## config.mk

```make
export PLATFORM = sky130hd
export DESIGN_NAME = display_idle_dim_off_controller
export DESIGN_NICKNAME = d
export VERILOG_FILES = /design/src/rtl/core/dido_pkg.sv /design/src/rtl/core/dido_cfg.sv /design/src/rtl/core/dido_fsm.sv /design/src/rtl/core/display_idle_dim_off_controller.sv
export SDC_FILE = /design/constraint.sdc
export NUM_CORES = 1
export LEC_CHECK = 0
export BUFFER_PORTS_ARGS = -buffer_cell sky130_fd_sc_hd__clkbuf_2
export CAP_MARGIN = 5
export CORE_MARGIN = 1.5
export CORE_UTILIZATION = 55
export DETAILED_ROUTE_END_ITERATION = 10
export PLACE_DENSITY = 0.7
export SYNTH_ARGS = -nofsm -noshare
export SYNTH_HDL_FRONTEND = slang
export SYNTH_SLANG_ARGS = --single-unit
export TNS_END_PERCENT = 1
```

## constraint.sdc

```tcl
create_clock -name clk -period 7.04 [get_ports clk]
set_input_delay 0.704 -clock clk [delete_from_list [all_inputs] [get_ports clk]]
set_output_delay 0.704 -clock clk [all_outputs]
set_load 0.02 [all_outputs]
```

## src/rtl/core/dido_pkg.sv

```systemverilog
// Shared types and constants for the display idle dim/off controller.
// No dependencies; used by every module of the block.
package dido_pkg;

    // Command codes (input tuser)
    localparam logic [1:0] CMD_TICK     = 2'd0;
    localparam logic [1:0] CMD_ACTIVITY = 2'd1;
    localparam logic [1:0] CMD_WAKE     = 2'd2;

    // Power modes
    localparam logic [1:0] MODE_ACTIVE = 2'd0;
    localparam logic [1:0] MODE_DIM    = 2'd1;
    localparam logic [1:0] MODE_OFF    = 2'd2;

    // Display actions
    localparam logic [1:0] ACT_NONE = 2'd0;
    localparam logic [1:0] ACT_OFF  = 2'd1;
    localparam logic [1:0] ACT_ON   = 2'd2;

    // Register indexes (paddr[3:2])
    localparam logic [1:0] REG_ACTIVE_LEVEL = 2'd0;
    localparam logic [1:0] REG_DIM_LEVEL    = 2'd1;
    localparam logic [1:0] REG_DIM_TIMEOUT  = 2'd2;
    localparam logic [1:0] REG_OFF_TIMEOUT  = 2'd3;

    // Timeout thresholds in ms: 65535 * 1000 fits in 26 bits
    localparam int unsigned THR_W      = 26;
    localparam int unsigned MS_PER_SEC = 1000;

    localparam logic [3:0]  ACTIVE_LEVEL_RST = 4'd15;
    localparam logic [3:0]  DIM_LEVEL_RST    = 4'd3;
    localparam logic [15:0] DIM_SEC_RST      = 16'd30;
    localparam logic [15:0] OFF_SEC_RST      = 16'd60;

    // Settings seen by the step logic
    typedef struct packed {
        logic [3:0]       active_level;
        logic [3:0]       dim_level;
        logic [THR_W-1:0] dim_thr_ms;
        logic [THR_W-1:0] off_thr_ms;
    } cfg_t;

    // One result item
    typedef struct packed {
        logic       sleep_request;
        logic [1:0] display_action;
        logic [3:0] level_value;
        logic       level_apply;
        logic [1:0] power_mode;
    } res_t;

endpackage

```

## src/rtl/core/dido_cfg.sv

```systemverilog
// APB register file for the display idle controller; scales timeouts to ms.
// Depends on dido_pkg.
module dido_cfg
(
    input  logic               clk,
    input  logic               rst_n,
    input  logic               psel,
    input  logic               penable,
    input  logic               pwrite,
    input  logic [3:0]         paddr,
    input  logic [31:0]        pwdata,
    output logic [31:0]        prdata,
    output dido_pkg::cfg_t     cfg
);

    logic [3:0]                 active_level_reg;
    logic [3:0]                 dim_level_reg;
    logic [15:0]                dim_sec_reg;
    logic [15:0]                off_sec_reg;
    logic [dido_pkg::THR_W-1:0] dim_thr_reg;
    logic [dido_pkg::THR_W-1:0] off_thr_reg;
    logic [dido_pkg::THR_W-1:0] wr_thr;
    logic                       wr_en;
    logic [1:0]                 idx;

    assign wr_en = psel && penable && pwrite;
    assign idx   = paddr[3:2];

    // seconds to milliseconds, done once at write time
    assign wr_thr = dido_pkg::THR_W'(pwdata[15:0])
                  * dido_pkg::THR_W'(dido_pkg::MS_PER_SEC);

    // register writes
    always_ff @(posedge clk or negedge rst_n)
    begin
        if (!rst_n)
        begin
            active_level_reg <= dido_pkg::ACTIVE_LEVEL_RST;
            dim_level_reg    <= dido_pkg::DIM_LEVEL_RST;
            dim_sec_reg      <= dido_pkg::DIM_SEC_RST;
            off_sec_reg      <= dido_pkg::OFF_SEC_RST;
            dim_thr_reg      <= dido_pkg::THR_W'(dido_pkg::DIM_SEC_RST)
                              * dido_pkg::THR_W'(dido_pkg::MS_PER_SEC);
            off_thr_reg      <= dido_pkg::THR_W'(dido_pkg::OFF_SEC_RST)
                              * dido_pkg::THR_W'(dido_pkg::MS_PER_SEC);
        end
        else if (wr_en)
        begin
            case (idx)
                dido_pkg::REG_ACTIVE_LEVEL: active_level_reg <= pwdata[3:0];
                dido_pkg::REG_DIM_LEVEL:    dim_level_reg    <= pwdata[3:0];
                dido_pkg::REG_DIM_TIMEOUT:
                begin
                    dim_sec_reg <= pwdata[15:0];
                    dim_thr_reg <= wr_thr;
                end
                dido_pkg::REG_OFF_TIMEOUT:
                begin
                    off_sec_reg <= pwdata[15:0];
                    off_thr_reg <= wr_thr;
                end
                default: ;
            endcase
        end
    end

    // read mux
    always_comb
    begin
        case (idx)
            dido_pkg::REG_ACTIVE_LEVEL: prdata = {28'd0, active_level_reg};
            dido_pkg::REG_DIM_LEVEL:    prdata = {28'd0, dim_level_reg};
            dido_pkg::REG_DIM_TIMEOUT:  prdata = {16'd0, dim_sec_reg};
            dido_pkg::REG_OFF_TIMEOUT:  prdata = {16'd0, off_sec_reg};
            default:                    prdata = 32'd0;
        endcase
    end

    assign cfg.active_level = active_level_reg;
    assign cfg.dim_level    = dim_level_reg;
    assign cfg.dim_thr_ms   = dim_thr_reg;
    assign cfg.off_thr_ms   = off_thr_reg;

endmodule

```

## src/rtl/core/dido_fsm.sv

```systemverilog
// Power mode state and per-item step logic of the display idle controller.
// Depends on dido_pkg.
module dido_fsm
(
    input  logic           clk,
    input  logic           rst_n,
    input  logic           step,
    input  logic [1:0]     cmd,
    input  logic [31:0]    now_ms,
    input  dido_pkg::cfg_t cfg,
    output dido_pkg::res_t res
);

    logic [1:0]  mode_reg;
    logic [1:0]  mode_next;
    logic [31:0] last_act_reg;
    logic [31:0] last_act_next;
    logic [31:0] dim_entry_reg;
    logic [31:0] dim_entry_next;
    logic        sleep_reg;
    logic        sleep_next;
    logic        scr_off_reg;
    logic        scr_off_next;
    logic [31:0] idle_ms;
    logic [31:0] dim_ms;
    logic        dim_due;
    logic        off_due;
    logic        apply;
    logic [3:0]  level;
    logic [1:0]  action;

    // elapsed times, modulo 2^32
    assign idle_ms = now_ms - last_act_reg;
    assign dim_ms  = now_ms - dim_entry_reg;
    assign dim_due = (cfg.dim_thr_ms != '0) && (idle_ms >= 32'(cfg.dim_thr_ms));
    assign off_due = (cfg.off_thr_ms != '0) && (dim_ms >= 32'(cfg.off_thr_ms));

    // next state and actions for one item
    always_comb
    begin
        mode_next      = mode_reg;
        last_act_next  = last_act_reg;
        dim_entry_next = dim_entry_reg;
        sleep_next     = sleep_reg;
        scr_off_next   = scr_off_reg;
        apply          = 1'b0;
        level          = 4'd0;
        action         = dido_pkg::ACT_NONE;
        case (cmd)
            dido_pkg::CMD_TICK:
            begin
                if (!sleep_reg)
                begin
                    if (mode_reg == dido_pkg::MODE_ACTIVE)
                    begin
                        if (dim_due)
                        begin
                            mode_next      = dido_pkg::MODE_DIM;
                            dim_entry_next = now_ms;
                            apply          = 1'b1;
                            level          = cfg.dim_level;
                        end
                    end
                    else if (mode_reg == dido_pkg::MODE_DIM)
                    begin
                        if (off_due)
                        begin
                            mode_next  = dido_pkg::MODE_OFF;
                            sleep_next = 1'b1;
                            if (!scr_off_reg)
                            begin
                                scr_off_next = 1'b1;
                                action       = dido_pkg::ACT_OFF;
                            end
                        end
                    end
                end
            end
            dido_pkg::CMD_ACTIVITY:
            begin
                last_act_next = now_ms;
                if (mode_reg != dido_pkg::MODE_ACTIVE)
                begin
                    mode_next = dido_pkg::MODE_ACTIVE;
                    apply     = 1'b1;
                    level     = cfg.active_level;
                    if (scr_off_reg)
                    begin
                        scr_off_next = 1'b0;
                        action       = dido_pkg::ACT_ON;
                    end
                end
            end
            dido_pkg::CMD_WAKE:
            begin
                scr_off_next  = 1'b0;
                mode_next     = dido_pkg::MODE_ACTIVE;
                last_act_next = now_ms;
                sleep_next    = 1'b0;
                action        = dido_pkg::ACT_ON;
                apply         = 1'b1;
                level         = cfg.active_level;
            end
            default: ;
        endcase
    end

    // state update when the item leaves the input register
    always_ff @(posedge clk or negedge rst_n)
    begin
        if (!rst_n)
        begin
            mode_reg      <= dido_pkg::MODE_ACTIVE;
            last_act_reg  <= 32'd0;
            dim_entry_reg <= 32'd0;
            sleep_reg     <= 1'b0;
            scr_off_reg   <= 1'b0;
        end
        else if (step)
        begin
            mode_reg      <= mode_next;
            last_act_reg  <= last_act_next;
            dim_entry_reg <= dim_entry_next;
            sleep_reg     <= sleep_next;
            scr_off_reg   <= scr_off_next;
        end
    end

    assign res.power_mode     = mode_next;
    assign res.level_apply    = apply;
    assign res.level_value    = level;
    assign res.display_action = action;
    assign res.sleep_request  = sleep_next;

endmodule

```

## src/rtl/core/display_idle_dim_off_controller.sv

```systemverilog
// Top level of the display idle dim/off controller.
// Depends on dido_pkg, dido_cfg and dido_fsm.
//
// Usage:
//   Input stream (s_axis_*): one item per event; tuser carries the command
//   (tick, user activity, wake) and tdata the 32-bit millisecond time.
//   Output stream (m_axis_*): one result item per input item, in order,
//   carrying mode, level write request, level, display action and sleep
//   request.
//   APB port: four settings registers at byte offsets 0, 4, 8, 12
//   (active level, dim level, dim timeout s, off timeout s); pready is
//   always high, writes complete in the access cycle.
// Timing:
//   An item accepted into the input register is evaluated against the power
//   state and registered as a result once the result register is empty or
//   m_axis_tready is high; m_axis_tvalid rises with that result. One item per
//   cycle is sustained while m_axis_tready stays high; the input register and
//   the result register form a two-deep pipeline.
// Reset: rst_n (async, active low) clears both stages, returns to active
//   mode and loads the settings defaults.
// Stall: while m_axis_tready is low the result holds; one more item may be
//   taken into the input register, then s_axis_tready drops.
module display_idle_dim_off_controller
(
    input  logic        clk,
    input  logic        rst_n,
    // slave stream
    input  logic        s_axis_tvalid,
    output logic        s_axis_tready,
    input  logic [31:0] s_axis_tdata,   // [31:0] now_ms
    input  logic [1:0]  s_axis_tuser,   // [1:0] command
    // master stream
    output logic        m_axis_tvalid,
    input  logic        m_axis_tready,
    output logic [15:0] m_axis_tdata,   // [1:0] power_mode, [2] level_apply,
                                        // [6:3] level_value, [8:7] display_action,
                                        // [9] sleep_request, [15:10] zero
    // configuration
    input  logic        psel,
    input  logic        penable,
    input  logic        pwrite,
    input  logic [3:0]  paddr,
    input  logic [31:0] pwdata,
    output logic [31:0] prdata,
    output logic        pready
);

    dido_pkg::cfg_t cfg;
    dido_pkg::res_t res;
    dido_pkg::res_t out_data_reg;
    logic           in_valid_reg;
    logic [1:0]     in_cmd_reg;
    logic [31:0]    in_now_reg;
    logic           out_valid_reg;
    logic           step;

    assign pready = 1'b1;

    dido_cfg u_cfg
    (
        .clk     (clk),
        .rst_n   (rst_n),
        .psel    (psel),
        .penable (penable),
        .pwrite  (pwrite),
        .paddr   (paddr),
        .pwdata  (pwdata),
        .prdata  (prdata),
        .cfg     (cfg)
    );

    // item moves from input register to result register
    assign step          = in_valid_reg && (!out_valid_reg || m_axis_tready);
    assign s_axis_tready = !in_valid_reg || step;

    dido_fsm u_fsm
    (
        .clk    (clk),
        .rst_n  (rst_n),
        .step   (step),
        .cmd    (in_cmd_reg),
        .now_ms (in_now_reg),
        .cfg    (cfg),
        .res    (res)
    );

    // input register
    always_ff @(posedge clk or negedge rst_n)
    begin
        if (!rst_n)
        begin
            in_valid_reg <= 1'b0;
        end
        else if (s_axis_tready)
        begin
            in_valid_reg <= s_axis_tvalid;
        end
    end

    always_ff @(posedge clk)
    begin
        if (s_axis_tready && s_axis_tvalid)
        begin
            in_cmd_reg <= s_axis_tuser;
            in_now_reg <= s_axis_tdata;
        end
    end

    // result register
    always_ff @(posedge clk or negedge rst_n)
    begin
        if (!rst_n)
        begin
            out_valid_reg <= 1'b0;
        end
        else if (step)
        begin
            out_valid_reg <= 1'b1;
        end
        else if (m_axis_tready)
        begin
            out_valid_reg <= 1'b0;
        end
    end

    always_ff @(posedge clk)
    begin
        if (step)
        begin
            out_data_reg <= res;
        end
    end

    assign m_axis_tvalid = out_valid_reg;
    assign m_axis_tdata  = {6'd0, out_data_reg};

endmodule

```

## Yosys cells after proc, flatten, opt, wreduce, memory -nomap -nowiden

Cells that the tools add are included.

| storage, ports and cells | value |
|---|---|
| word-level logic and storage cells | 102 |
| register bits after elaboration | 200 |
| input port bits | 77 |
| output and inout bits | 51 |

| cells by class | value |
|---|---|
| $add $sub $neg | 2 |
| reduce and logical (&&, ||, !) cells | 26 |
| multiply operators | 1 |
| $lt $le $gt $ge | 2 |
| eq/ne operators | 11 |
| bitwise operators | 1 |
| multiplexer cells | 39 |

Operators with widths:

| cell | count |
|---|---|
| $pmux 32 s4 | 1 |
| $ge 32x26->1 | 2 |
| $sub 32x32->32 | 2 |
| $reduce_bool 26->1 | 2 |
| $mux 2 | 12 |
| $mul 16x7->23 const B | 1 |
| $mux 1 | 16 |
| $mux 4 | 4 |
| $pmux 2 s3 | 2 |
| $pmux 4 s3 | 1 |
| $reduce_and 2->1 | 5 |
| $reduce_and 7->1 | 1 |
| $eq 2x1->1 const B | 3 |
| $eq 2x2->1 const B | 3 |
| $logic_and 1x1->1 | 6 |
| $logic_not 2->1 | 3 |
| $ne 2x1->1 const B | 3 |
| $pmux 1 s3 | 2 |
| $reduce_and 5->1 | 1 |
| $ne 2x2->1 const B | 2 |
| $reduce_bool 2->1 | 2 |
| $reduce_bool 3->1 | 1 |
| $logic_not 1->1 | 2 |
| $logic_or 1x1->1 | 2 |
| other kinds (3) | 3 |

## Depth between registers and ports, before layout

| logic depth | value |
|---|---|
| depth in word-level cells | 8 |
| depth in mapped cells | 24 |
| mapped depth without buffers | 24 |

## By module

A second synthesis with hierarchy kept.

| unflattened totals | value |
|---|---|
| cell total of the unflattened synthesis | 1905 |
| area, all modules | 16948.8 um^2 |

By module, submodules not included:

| module | sequential area each (um^2) | area each (um^2) | instances | cells an instance |
|---|---|---|---|---|
| dido_fsm | 1701.6 | 8934.8 | 1 | 1168 |
| dido_cfg | 2085.8 | 6528.8 | 1 | 676 |
| display_idle_dim_off_controller | 1371.3 | 1485.2 | 1 | 61 |

## Worst setup path before layout

Ideal clock, no wire load.

| path | value |
|---|---|
| kind | register to register |
| start | register in_now_reg[2] |
| end | register out_data_reg (netlist bit m_axis_tdata[1]) (data pin) |
| data arrival time | 4.839 ns |
| library setup time | 0.256 ns |
| buffers on the path | 0 |
| setup slack | 1.944 ns |
| data required time | 6.784 ns |
| cell stages (with the launch flop) | 23 |
| period minus slack after synthesis | 5.096 ns |
| path through | edfxtp_1 ha_1 nor2b_1 o31a_1 o311ai_0 a211oi_1 o31ai_1 a21oi_1 nand2b_1 a21o_1 a21oi_1 xnor2_1 ha_1 nand4_1 nor4_1 o2bb2ai_1 nor4_1 nand4_1 a311oi_1 o211ai_1 a211oi_1 nor4b_1 o22a_1 |

RTL lines:

| item | line | text |
|---|---|---|
| start, declared | display_idle_dim_off_controller.sv:53 | `logic [31:0] in_now_reg;` |
| start signal, assigned | display_idle_dim_off_controller.sv:105 | `in_now_reg <= s_axis_tdata;` |
| end signal, assigned | display_idle_dim_off_controller.sv:130 | `out_data_reg <= res;` |
| end, declared | display_idle_dim_off_controller.sv:50 | `dido_pkg::res_t out_data_reg;` |

==> results.py <==
metrics = {
    "die": {
        "boundaryPins": 128,
        "core-area_um2": 27000,
        "row_count": 60,
        "design.die.area_um2": 28500,
        "die_w_um": 169,
        "initial_standard_cell_utilization_of_the_core_pct": 56.0,
        "die_span_in_y_um": 169,
    },
    "place": {
        "dp_cells": 1869,
        "place_congestion": 0.923,
        "place_hpwl_mm": 25.4,
        "placement.io_buffers": 86,
    },
    "cells_and_area": {
        "final_nets": 1846,
        "antennaDiodeCount": 0,
        "final_core_occ_pct": 60.5,
        "layout.area.seq_um2": 5160,
        "stdcell_count": 1901,
        "num-fill-cells": 2284,
        "flow.area_growth_from_synthesis_pct": 7.96,
        "multi_input_comb_area_um2": 9090,
        "layout-drive-gt1-share_pct": 17.7,
    },
    "sta": {
        "timing.final.hold_violations": 0,
        "slew_headroom_pct": 32.7,
        "grt_setup_unrepaired": "false",
        "fin_worst_skew_ns": 0.0108,
        "timing.final.crit_share_pct": 86.6,
        "slew_viol_final": 0,
        "fin_setup_tns_ns": 0,
        "layout_min_cycle_time_ns": 6.10,
        "max_freq_ghz": 0.164,
        "worstMarginPinSlew_ns": 1.01,
        "setup_viol": 0,
        "holdWs_ns": 0.383,
    },
    "grt": {
        "number_of_antenna_violations_at_the_first_check_in_global_routing": 0,
        "met2_usage_pct": 38.7,
        "grt_busiest_layer": "met2",
        "grt.overflow.total": 0,
        "globalRouteMet3Util_pct": 3.27,
        "grt_pass1_wl_mm": 55.3,
        "grt.met1_usage_pct": 35.5,
        "globalRouteTotalUtil_pct": 24.5,
        "grt_max_degree": 102,
        "number_of_global_route_vias_before_repair": 10700,
    },
    "cts": {
        "worst_skew_pair.late_latency_ns": 0.44,
        "clock_tree.buffer_depth": 2,
        "clock_root_buffer": "sky130_fd_sc_hd__clkbuf_16",
        "clock_sinks": 196,
        "cts_buffers": 17,
        "buffers_inserted_by_post_cts_timing_repair": 0,
        "cts-hold-fix-buffers": 0,
        "clk_pin_slew_worst_paths_ns": 0.08,
        "cts_tree": "built",
        "cts_repair_resize_count": 0,
        "h_tree_depth": 4,
    },
    "yosys": {
        "synth_top_area_cell": "sky130_fd_sc_hd__dfrtp_1",
        "synth_simple_gate_area_share_pct": 10.7,
        "count_of_mapped_cells_out_of_synthesis": 1473,
        "synth.lib_cells_used.distinct": 78,
        "ffs_w_async_s_r_synth_pct": 77.6,
        "netlist_top_cells_area": "sky130_fd_sc_hd__dfrtp_1 21%, sky130_fd_sc_hd__ha_1 14%, sky130_fd_sc_hd__edfxtp_1 8.7%",
        "postSynth.topFlopCell": "sky130_fd_sc_hd__dfrtp_1",
        "yosys.area.top_type_share_pct": 20.7,
        "mux_share_of_post_synthesis_cell_area_pct": 9.97,
        "yosysMostFrequentCell": "sky130_fd_sc_hd__ha_1",
        "synth_sequential_area_ratio_pct": 34.2,
        "main_combinational_cell_family_by_area_after_synthesis": "adder cells",
        "synth.yosys.warnings": 0,
        "synth-edff-count": 44,
        "synth.cell_area_um2": 15100,
        "synth-xor-area-share_pct": 3.65,
        "ys_seq_elements": 196,
        "synth_compound_gate_area_share_pct": 14.1,
        "synth_commonest_cells": "166 x sky130_fd_sc_hd__ha_1, 156 x sky130_fd_sc_hd__inv_1, 125 x sky130_fd_sc_hd__dfrtp_1, 118 x sky130_fd_sc_hd__nand2_1, 84 x sky130_fd_sc_hd__o21ai_0",
        "yosys.area_share.adder_pct": 21.2,
        "syn-mean-instance-area_um2": 10.3,
    },
    "detailed_routing": {
        "drtIter0Drc": 749,
        "detail_route.wl_per_cell_um": 17.7,
        "totalWireLength_mm": 33.7,
        "ant_nets": 0,
        "route.vias.total": 11000,
        "route.detailed.drc": 0,
        "detail_route.vias_per_cell": 5.81,
        "total_iterations_of_the_first_detailed_routing_run": 5,
    },
    "power_and_ir_drop": {
        "peakVddDrop_uv": 202,
        "report.power.total_mw": 6.80,
        "power_per_cell_area_nw_per_um2": 417,
        "power_leakage_nw": 7.85,
    },
    "worst_setup_path": {
        "cp-start-kind": "flip-flop",
        "setup.worst_path.end_class": "flip-flop",
        "wp_data_arrival_ns": 6.30,
        "rrSetupSlack_ns": 0.94,
        "critPathKind": "reg2reg",
        "worst-r2r-cell-count": 25,
        "required_ns": 7.24,
        "crit-reg2reg-launch": "in_now_reg[0]",
        "crit_path_max_fanout": 8,
        "r2r_end": "m_axis_tdata[1]",
    },
    "run": {
        "cap_violations": 0,
    },
    "status": {
        "result_of_the_run": "completed",
    },
    "min_path": {
        "hold_path.class": "in2async",
    },
}
## logic make-up after synthesis
group                      after synthesis
AOI/OAI and AO/OA                      324
xor gates and xnor gates                63
adders and majority gates              222
buffers and inverters                  214
DFF                                    196
muxes                                  122
other                                    2
and+or+nand+nor                        330
## worst max path at each step
stage	from	to	slack, ns	depth (start not counted)
finish	in_now_reg[0]	m_axis_tdata[1]	0.94	25
global route	in_now_reg[0]	m_axis_tdata[1]	0.50	25
CTS	in_now_reg[0]	m_axis_tdata[1]	1.03	25
detailed placement	in_now_reg[0]	m_axis_tdata[1]	1.11	25
global placement	in_now_reg[0]	m_axis_tdata[1]	1.19	25
floorplan	in_now_reg[2]	m_axis_tdata[1]	1.94	22
## layout make-up
class	instances	share of cell area (%)
inverters	156	3.59
flip-flops and latches	196	31.6
well taps	341	2.62
clock buffers	18	2.63
repair buffers	92	2.95
multi-input cells	1084	55.7
clock inverters	14	0.836
## cell usage in the layout (no fill, tap or decap), types with 7 or more instances in the layout
cell type                     n
sky130_fd_sc_hd__dfrtp_1    125
sky130_fd_sc_hd__a21oi_1     79
sky130_fd_sc_hd__xnor2_1     41
sky130_fd_sc_hd__nor3_1      17
sky130_fd_sc_hd__nand3_1     19
sky130_fd_sc_hd__edfxtp_1    44
sky130_fd_sc_hd__and2_1       7
sky130_fd_sc_hd__clkbuf_16   17
sky130_fd_sc_hd__ha_1       166
sky130_fd_sc_hd__clkbuf_2    85
sky130_fd_sc_hd__o21ai_0     84
sky130_fd_sc_hd__nor4_1      13
sky130_fd_sc_hd__mux2_4      29
sky130_fd_sc_hd__a211oi_1     7
sky130_fd_sc_hd__dfstp_2     27
sky130_fd_sc_hd__fa_1        56
sky130_fd_sc_hd__o31ai_1     12
sky130_fd_sc_hd__xor2_1      22
sky130_fd_sc_hd__a21o_1      44
sky130_fd_sc_hd__conb_1      23
sky130_fd_sc_hd__nand2_1    118
sky130_fd_sc_hd__nor2_1      58
sky130_fd_sc_hd__mux2i_1     17
sky130_fd_sc_hd__inv_1      156
sky130_fd_sc_hd__o21a_1      20
sky130_fd_sc_hd__nor2b_1     25
sky130_fd_sc_hd__mux2_2      72
sky130_fd_sc_hd__nand4_1     16
sky130_fd_sc_hd__nand2b_1    18
## worst max-delay path, stage by stage, from the launching register on
cell and delay (ns):
sky130_fd_sc_hd__edfxtp_1 0.41, sky130_fd_sc_hd__inv_1 0.11, sky130_fd_sc_hd__ha_1 0.19, sky130_fd_sc_hd__fa_1 0.21
sky130_fd_sc_hd__nor2b_1 0.07, sky130_fd_sc_hd__o31a_1 0.27, sky130_fd_sc_hd__o311ai_0 0.85, sky130_fd_sc_hd__a211oi_1 0.21
sky130_fd_sc_hd__o31ai_1 0.35, sky130_fd_sc_hd__a21oi_1 0.11, sky130_fd_sc_hd__nand2b_1 0.19, sky130_fd_sc_hd__a21o_1 0.19
sky130_fd_sc_hd__a21oi_1 0.16, sky130_fd_sc_hd__xnor2_1 0.14, sky130_fd_sc_hd__ha_1 0.25, sky130_fd_sc_hd__nand4_1 0.16
sky130_fd_sc_hd__nor4_1 0.11, sky130_fd_sc_hd__o2bb2ai_1 0.13, sky130_fd_sc_hd__nor4_1 0.32, sky130_fd_sc_hd__nand4_1 0.14
sky130_fd_sc_hd__a311oi_1 0.28, sky130_fd_sc_hd__o211ai_1 0.17, sky130_fd_sc_hd__a211oi_1 0.30, sky130_fd_sc_hd__buf_4 0.25
sky130_fd_sc_hd__nor4b_1 0.07, sky130_fd_sc_hd__o22a_1 0.19
## power by group
group | leakage, nW | internal (mW) | switching (mW)
clock | 0.281 | 0.473 | 0.496
combinational | 5.35 | 1.79 | 2.27
sequential | 2.22 | 1.54 | 0.234
## through the flow
step / setup WS [ns] / instance area, um2
2_1_floorplan: 1.94 / 15200
3_3_place_gp: 1.19 / 15700
3_5_place_dp: 1.11 / 15700
4_1_cts: 1.03 / 16300
5_1_grt: 0.496 / 16300
6_report: 0.941 / 16300
## routing by layer
metal  wire length (um)  vias to the layer above
li1                   -                     5297
met1              15900                     5382
met2              15400                      317
met3               1650                       40
met4                750                        0
met5                  0                        -
No activity file was read; power rests on OpenSTA's default activity.
